### src/design/scfla_pkg.sv
// Package for the size class free list allocator.
// Holds default geometry, status, register and operation codes and the command and status types. No dependencies.
package scfla_pkg;
   localparam int POOL_BYTES_DEF    = 65536;
   localparam int GRANULE_BYTES_DEF = 4;
   localparam int NUM_CLASSES_DEF   = 65;

   localparam logic [1:0] STATUS_POOL    = 2'd0;
   localparam logic [1:0] STATUS_OUTSIDE = 2'd1;
   localparam logic [1:0] STATUS_OOM     = 2'd2;

   localparam logic REG_MAX_CLASS = 1'b0;
   localparam logic REG_MIN_BLOCK = 1'b1;

   localparam logic OP_ALLOC = 1'b0;
   localparam logic OP_FREE  = 1'b1;

   typedef struct packed {
      logic load;
      logic read_link;
      logic commit;
   } scfla_cmd_type;

   typedef struct packed {
      logic pooled;
      logic is_free;
   } scfla_stat_type;
endpackage

### src/design/scfla_ctrl.sv
// Controller for the allocator: sequences load, link read and commit.
// Depends on scfla_pkg.
module scfla_ctrl (
   input  logic                     clock,
   input  logic                     reset,
   input  logic                     start,
   output logic                     busy,
   input  scfla_pkg::scfla_stat_type stat,
   output scfla_pkg::scfla_cmd_type  cmd
);
   import scfla_pkg::*;

   typedef enum logic [2:0] {
      ST_IDLE = 3'b001,
      ST_LINK = 3'b010,
      ST_DONE = 3'b100
   } state_type;

   state_type state_ff, state_in;

   always_comb begin
      state_in = state_ff;
      cmd = '0;
      case (state_ff)
         ST_IDLE: begin
            if (start) begin
               cmd.load = 1'b1;
               state_in = ST_LINK;
            end
         end
         ST_LINK: begin
            cmd.read_link = stat.pooled && !stat.is_free;
            state_in = ST_DONE;
         end
         ST_DONE: begin
            cmd.commit = 1'b1;
            state_in = ST_IDLE;
         end
         default: state_in = ST_IDLE;
      endcase
   end

   assign busy = (state_ff != ST_IDLE);

   always_ff @(posedge clock) begin
      if (reset) state_ff <= ST_IDLE;
      else state_ff <= state_in;
   end
endmodule

### config.mk
export PLATFORM = sky130hd
export DESIGN_NAME = scfla_ctrl
export DESIGN_NICKNAME = d
export VERILOG_FILES = /design/src/design/scfla_pkg.sv /design/src/design/scfla_ctrl.sv
export SDC_FILE = /design/constraint.sdc
export NUM_CORES = 1
export LEC_CHECK = 0
export BUFFER_PORTS_ARGS = -buffer_cell sky130_fd_sc_hd__buf_2
export CAP_MARGIN = 20
export CORE_AREA = 10 10 47 49
export CTS_CLUSTER_DIAMETER = 60
export DETAILED_ROUTE_END_ITERATION = 8
export DIE_AREA = 0 0 57 59
export HOLD_SLACK_MARGIN = 0.12
export PLACE_DENSITY_LB_ADDON = 0.05
export SLEW_MARGIN = 0
export SYNTH_ARGS = -nofsm -noshare
export SYNTH_HDL_FRONTEND = slang
export SYNTH_SLANG_ARGS = --single-unit
### constraint.sdc
create_clock -name clock -period 3.5 [get_ports clock]
set_input_delay 0.875 -clock clock [delete_from_list [all_inputs] [get_ports clock]]
set_output_delay 0.875 -clock clock [all_outputs]
set_load 0.01 [all_outputs]
==> results of run 1 <==
layout make-up:
type,count,area share [%]
repair buffers,8,17.8
well taps,16,8.89
clock buffers,4,11.7
flip-flops and latches,3,26.7
multi-input cells,12,35.0
worst max path at each step:
stage / end / cells after the start / slack (ps)
3_3_place_gp: cmd[2] / 4 / 1300
6_report: cmd[1] / 3 / 1240
2_1_floorplan: cmd[2] / 2 / 1430
4_1_cts: cmd[1] / 3 / 1220
5_1_grt: cmd[1] / 3 / 1140
3_5_place_dp: cmd[2] / 4 / 1280
worst reg2reg max path, cell delays in order, from the launching register on:
cell and delay, ps:
dfxtp_1 420, or2b_1 250, a211o_1 240
through the flow:
step | setup slack [ps] | total power [W]
6_report | 1240 | 0.000110
5_1_grt | 1140 | 0.000121
4_1_cts | 1220 | 0.000114
3_5_place_dp | 1280 | 0.0000518
3_3_place_gp | 1300 | 0.0000517
2_1_floorplan | 1430 | 0.0000449
power groups by stage:
stage	combinational (W)	sequential, W	clock (W)
after global placement	0.0000123	0.0000394	0
after detailed placement	0.0000125	0.0000393	0
after global routing	0.0000138	0.0000391	0.0000681
after CTS	0.0000125	0.0000388	0.0000628
after floorplan	0.00000637	0.0000386	0
final	0.0000120	0.0000389	0.0000590
cell usage in the layout, fill, tap and decap left out, types with 2 or more instances in the layout:
| master | synthesis | layout |
|---|---|---|
| dfxtp_1 | 3 | 3 |
| buf_2 | 0 | 8 |
| clkbuf_4 | 0 | 3 |
| nand2_1 | 2 | 2 |
| nor2_1 | 2 | 2 |
cell families (layout without fill, tap and decap cells):
family,Yosys count,after routing,share of synthesized area [%]
AND/OR/NAND/NOR,11,11,50.5
flip-flops,3,3,43.2
AO/OA/AOI/OAI,1,1,6.31
buffers and inverters,0,12,0
per-layer routing:
| metal | GRT usage [%] | vias up | wire length, um |
|---|---|---|---|
| met4 | 5.03 | 0 | 0 |
| met3 | 2.36 | 0 | 43 |
| met2 | 3.72 | 6 | 186 |
| met1 | 2.73 | 61 | 196 |
| met5 | 0 | - | 0 |
| li1 | - | 78 | - |
==> flow_summary.yaml, run 1 <==
drt:
  vias_per_cell: 3.37
  vias: 145
  final_antenna_net_count: 0
  drc: 0
  drtIter0Drc: 4
  wire_per_inst_um: 9.91
  wl_um: 426
  dr.pass1.iters: 2
logic_synthesis:
  yosysMostFrequentCell: "dfxtp_1"
  synth_cells: 15
  synth_top_area_share_pct: 43.2
  synth_common_cells: "3 x dfxtp_1, 2 x nand2_1, 2 x nor2_1"
  synth-seq-cells: 3
  synthTopCellsByArea: "dfxtp_1 43%, nor3b_2 9.0%, a211o_1 6.3%"
  synth_top_cell_by_area: "dfxtp_1"
  syn_area_um2: 139
  synth_edf_count: 0
  synthArstFlopShare_pct: 0
  syn_nets: 20
  synth_seq_area_share_pct: 43.2
  synth_cell_type_count: 11
  yosys_warnings: 0
  syn_area_per_cell_um2: 9.26
  synth_flop_cell: "dfxtp_1"
placed_design:
  dp_cells: 39
  post-dp-hpwl_um: 360
  portBuffers: 8
  place_area_um2: 199
  gp_congestion: 0.654
layout:
  multiInputGateArea_um2: 78.8
  drive_above_1_share_pct: 44.4
  seq_area_um2: 60.1
  largest_reg_flops: 3
  fin_nets: 33
  fin_cells: 43
  fill_cells: 167
  top_register: "state_ff"
  final_area_um2: 225
  syn_to_final_growth_pct: 62.2
  final_util_pct: 16.1
  largestRegisters: "state_ff (3)"
  n_antenna_cell: 0
hold_path:
  worstHoldStart: "state_ff[2]"
  hold_path_depth: 1
  hold_end: "state_ff[1]"
  hold_path_class: "reg -> reg"
setup_path:
  worstSetupStartpointType: "flop"
  path_class: "reg -> out"
  cp-end-kind: "primary output"
  critical_path.top_delay_family: "simple AND/OR/NAND/NOR gates"
  path_cells: "or3b_1 -> nor3b_2 -> buf_2"
  crit_buf_inv: 1
  rr_worst_depth: 2
  critical_path.max_fanout: 7
  r2r_setup_slack_ps: 2470
  worstPathArrival_ps: 1390
  reg2reg_to: "state_ff[0]"
  slowest_stage: "dfxtp_1"
  worstPathRequired_ps: 2620
  crit_path_max_incr_delay_ps: 420
  crit_path_start: "state_ff[1]"
  r2r-start: "state_ff[1]"
grt:
  grt_max_degree: 8
  grt_use_total_pct: 3.15
  antenna_found_initial: 0
  grt-ovfl-total: 0
  grt_pass1_wl_um: 710
  grt_pass1_vias: 156
status:
  outcome: "finished clean"
timing:
  slew-limit-headroom_pct: 86.4
  whs_ps: 532
  drv_slew: 0
  rsz0062_at_grt: "false"
  final-hold-violation-count: 0
  finalCritPeriodShare_pct: 64.7
  skew_ps: 0.289
  worst_pin_slew_ps: 203
  setup_violations: 0
  finalSetupTns_ps: 0
  fmax_ghz: 0.442
  layout_min_cycle_time_ps: 2260
power:
  p_switching_w: 0.0000247
  p_comb_share_pct: 10.9
  cellLeakagePower_nw: 0.102
  power_density_mw_per_mm2: 488
  intPower_w: 0.0000853
  ir_drop_mv: 0.133
  power_frac_clock_pct: 53.7
  switching_share_pct: 22.4
  pwr-share-seq_pct: 35.4
flow_run:
  drv_cap: 0
clocking:
  cts_buffers: 3
  cts_tree: "yes"
  cts_root_buf: "clkbuf_4"
  postCtsSetupRepairBufs: 0
  cts_buffer_depth: 2
  clk-insertion-delay-late_ps: 230
  cts_resized: 0
  h-tree-depth: 1
  cts_num_sinks: 3
  clk_pin_slew_ps: 40
  hold_buffers: 0
die:
  ioPinCount: 9
  core_area_mm2: 0.00140
  initial_utilization_pct: 9.91
  rows: 14
  die_x_um: 57
  dieArea_mm2: 0.00336
  die_height_um: 59
No activity file was read; power rests on OpenSTA's default activity.
==> run 2, diff against run 1 <==
clock period = 1.9 ns   (was 3.5 ns; I/O delays follow)
==> run 2 against run 1 <==
Net effect: clock power grew 86%; sequential cell count is the same; clock skew is essentially flat; core utilization grew 0.27 points; register-to-register slack lost 1500 ps; highest routed layer unchanged.
==> flow_summary.yaml, run 2 (synthesis results as in run 1) <==
status:
  outcome: "finished clean"
layout:
  top_register: "state_ff"
  seq_area_um2: 61.3
  multiInputGateArea_um2: 81.3
  final_cell_mix: "8 x buf_2, 3 x clkbuf_4, 2 x nor2_1, 2 x nand2_1, 2 x dfxtp_1"
  largestRegisters: "state_ff (3)"
  fill_cells: 172
  syn_to_final_growth_pct: 64.9
  n_antenna_cell: 0
  mostFrequentLayoutCell: "buf_2"
  largest_reg_flops: 3
  drive_above_1_share_pct: 51.9
  fin_nets: 33
setup_path:
  crit_path_max_incr_delay_ps: 420
  slowest_stage: "or3b_4"
  cp-end-kind: "primary output"
  critical_path.top_delay_family: "simple AND/OR/NAND/NOR gates"
  critical_path.max_fanout: 6
  path_cells: "or3b_4 -> nor3b_2 -> buf_2"
  worstPathArrival_ps: 1320
  worstPathRequired_ps: 1420
  path_class: "reg -> out"
  crit_buf_inv: 1
  worstSetupStartpointType: "flop"
die:
  die_x_um: 57
  die_height_um: 59
  initial_utilization_pct: 9.91
  core_area_mm2: 0.00140
  ioPinCount: 9
  dieArea_mm2: 0.00336
  rows: 14
grt:
  antenna_found_initial: 0
  grt_pass1_wl_um: 738
  grt_use_total_pct: 3.20
  grt_max_degree: 8
  grt_pass1_vias: 160
  grt-ovfl-total: 0
clocking:
  hold_buffers: 0
  postCtsSetupRepairBufs: 0
  cts_resized: 0
  cts_num_sinks: 3
  cts_root_buf: "clkbuf_4"
  cts_buffer_depth: 2
  cts_buffers: 3
  h-tree-depth: 1
  clk-insertion-delay-late_ps: 230
  cts_tree: "yes"
  clk_pin_slew_ps: 40
timing:
  drv_slew: 0
  whs_ps: 442
  skew_ps: 0.357
  slew-limit-headroom_pct: 85.5
  finalSetupTns_ps: 0
  fmax_ghz: 0.558
  worst_pin_slew_ps: 215
  rsz0062_at_grt: "false"
  final-hold-violation-count: 0
  layout_min_cycle_time_ps: 1790
  setup_violations: 0
  finalCritPeriodShare_pct: 94.4
power:
  cellLeakagePower_nw: 0.104
  power_density_mw_per_mm2: 892
  ir_drop_mv: 0.190
drt:
  drtIter0Drc: 3
  vias_per_cell: 3.60
  wl_um: 441
  drc: 0
  wire_per_inst_um: 10.3
  final_antenna_net_count: 0
  vias: 155
  dr.pass1.iters: 3
hold_path:
  hold_path_class: "in -> reg"
placed_design:
  gp_congestion: 0.657
  portBuffers: 8
  post-dp-hpwl_um: 364
flow_run:
  drv_cap: 0
==> run 2: final timing paths <==
check	slack, ps	from	endpoint	cells after the start
worst max-delay path	110	state_ff[2]	cmd[1]	3
worst min-delay path	440	reset	state_ff[2]	2
worst max register to register	940	state_ff[1]	state_ff[0]	2
worst min register to register	480	state_ff[1]	state_ff[1]	1
==> run 2: layout make-up <==
class | instances | area share [%]
Multi-Input combinational cell | 12 | 35.5
Timing Repair Buffer | 8 | 17.5
Clock buffer | 4 | 11.5
Tap cell | 16 | 8.74
Sequential cell | 3 | 26.8
==> run 2: through the flow <==
step                setup slack [ps]  cell area (um2)  instances  utilization (%)  total power, W
finish                           107              229         43             16.3        0.000204
global route                    7.18              229         43             16.3        0.000220
CTS                             6.46              225         43             16.1        0.000211
detailed placement               262              199         39             14.2       0.0000956
global placement                 270              199         39             14.2       0.0000952
floorplan                        421              139         15                -       0.0000828
==> run 2: power by group <==
group	leakage, nW	switching, W	internal, W	total (W)
clock network	0.0150	0.0000310	0.0000786	0.000110
logic	0.0641	0.0000102	0.0000123	0.0000225
registers	0.0250	0.00000509	0.0000670	0.0000721
==> run 2: layer usage <==
layer | global-route usage [%] | wire (um)
met5 | 0 | 0
met4 | 5.03 | 0
met3 | 2.58 | 57
met2 | 3.26 | 196
met1 | 3.09 | 187
==> run 3, diff against run 2 <==
--- a/config.mk
+++ b/config.mk
@@ -12,4 +12,5 @@
 export DETAILED_ROUTE_END_ITERATION = 8
 export DIE_AREA = 0 0 57 59
+export GPL_ROUTABILITY_DRIVEN = 0
 export HOLD_SLACK_MARGIN = 0.12
 export PLACE_DENSITY_LB_ADDON = 0.05
==> constraint.sdc (replaced) <==
create_clock -name clock -period 1.9 [get_ports clock]
set_input_delay 0.475 -clock clock [delete_from_list [all_inputs] [get_ports clock]]
set_output_delay 0.475 -clock clock [all_outputs]
set_load 0.02 [all_outputs]
==> run 3 against run 2 <==
Net effect: clock skew about the same; non-clock buffer count stayed put; cell area grew 2.7%; hold slack got worse by 7.1 ps; combinational power up 17%; sequential share of layout area is 0.88 points higher; first-iteration DRC count is 33% lower; sequential power is 0.8% lower; die area did not move; critical endpoint unchanged; largest cell class unchanged; highest routed layer unchanged.
==> flow_summary.yaml, run 3 (synthesis results as in run 1) <==
setup_path:
  worstSetupStartpointType: "flop"
  r2r_setup_slack_ps: 950
  critical_path.max_fanout: 7
  worstPathRequired_ps: 1420
  rr_worst_depth: 2
  path_class: "reg -> out"
  worstPathArrival_ps: 1330
  cp-end-kind: "primary output"
drt:
  drtIter0Drc: 2
  wl_um: 465
  wire_per_inst_um: 10.8
  drc: 0
  dr.pass1.iters: 2
  vias: 152
  vias_per_cell: 3.53
  final_antenna_net_count: 0
flow_run:
  drv_cap: 0
layout:
  final_cell_mix: "7 x buf_2, 3 x clkbuf_4, 2 x nor2_1, 2 x nand2_1"
  largestRegisters: "state_ff (3)"
  drive_above_1_share_pct: 55.6
  n_antenna_cell: 0
  syn_to_final_growth_pct: 69.4
  top_register: "state_ff"
  mostFrequentLayoutCell: "buf_2"
  fin_nets: 33
  largest_reg_flops: 3
  final_area_um2: 235
die:
  ioPinCount: 9
  dieArea_mm2: 0.00336
  die_height_um: 59
  initial_utilization_pct: 9.91
  rows: 14
  core_area_mm2: 0.00140
  die_x_um: 57
placed_design:
  place_area_um2: 199
  portBuffers: 8
  post-dp-hpwl_um: 364
timing:
  finalCritPeriodShare_pct: 94.8
  worst_pin_slew_ps: 218
  fmax_ghz: 0.555
  setup_violations: 0
  layout_min_cycle_time_ps: 1800
  drv_slew: 0
  slew-limit-headroom_pct: 85.4
  rsz0062_at_grt: "false"
  finalSetupTns_ps: 0
  skew_ps: 0.0783
  final-hold-violation-count: 0
grt:
  grt_use_total_pct: 3.20
  antenna_found_initial: 0
  grt_pass1_vias: 160
  grt_max_degree: 8
  grt_pass1_wl_um: 738
  grt-ovfl-total: 0
clocking:
  clk-insertion-delay-late_ps: 230
  cts_buffer_depth: 2
  clk_pin_slew_ps: 30
  cts_tree: "yes"
  h-tree-depth: 1
  cts_root_buf: "clkbuf_4"
  cts_buffers: 3
  cts_num_sinks: 3
  postCtsSetupRepairBufs: 0
  hold_buffers: 0
hold_path:
  hold_path_depth: 2
  hold_path_class: "in -> reg"
power:
  cellLeakagePower_nw: 0.105
  power_density_mw_per_mm2: 880
  ir_drop_mv: 0.236
status:
  outcome: "finished clean"
==> run 3: cell types whose count changed in the layout (fill, tap and decap cells not counted) <==
| cell | change |
|---|---|
| buf_4 | +1 |
| dfxtp_4 | +1 |
| buf_2 | -1 |
| dfxtp_1 | -1 |
==> run 3: path summary, 6_finish.rpt <==
path,from,end
max reg2reg,state_ff[1],state_ff[0]
min,reset,state_ff[2]
max,state_ff[1],cmd[1]
min reg2reg,state_ff[1],state_ff[1]
==> run 3: cell type report <==
| class | instances | area, um2 |
|---|---|---|
| fillers | 175 | 1170 |
| clock buffers | 4 | 26.3 |
| multi-input cells | 12 | 81.3 |
| repair buffers | 8 | 42.5 |
| well taps | 16 | 20.0 |
| flip-flops and latches | 3 | 65.1 |
==> run 3: critical path: stages (launching register included) <==
cell	delay, ps
dfxtp_4	360
or3b_4	390
nor3b_2	180
buf_4	160
==> run 3: power by group <==
group          switching (W)  internal (W)
Combinational      0.0000138     0.0000125
Clock              0.0000307     0.0000786
Sequential        0.00000508     0.0000664
==> run 3: timing repair <==
item | CTS | global route
pin swaps | 0 | 0
resized for setup | 1 | 4
setup endpoints to repair | 1 | 1
==> run 3: stage by stage <==
step | setup WS (ps) | total power [W] | std cells | util (%) | hold WS (ps)
2_1_floorplan | 309 | 0.0000865 | 15 | - | 471
3_3_place_gp | 237 | 0.0000989 | 39 | 14.2 | 536
3_5_place_dp | 229 | 0.0000993 | 39 | 14.2 | 539
4_1_cts | 33.9 | 0.000215 | 43 | 16.2 | 434
5_1_grt | 8.60 | 0.000224 | 43 | 16.8 | 447
6_report | 99.0 | 0.000207 | 43 | 16.8 | 435
==> run 3: layer usage <==
layer  wire [um]  vias to the layer above  GRT usage, %
met2         220                        6          3.26
met4           0                        0          5.03
li1            -                       78             -
met5           0                        -             0
met1         188                       68          3.09
met3          56                        0          2.58
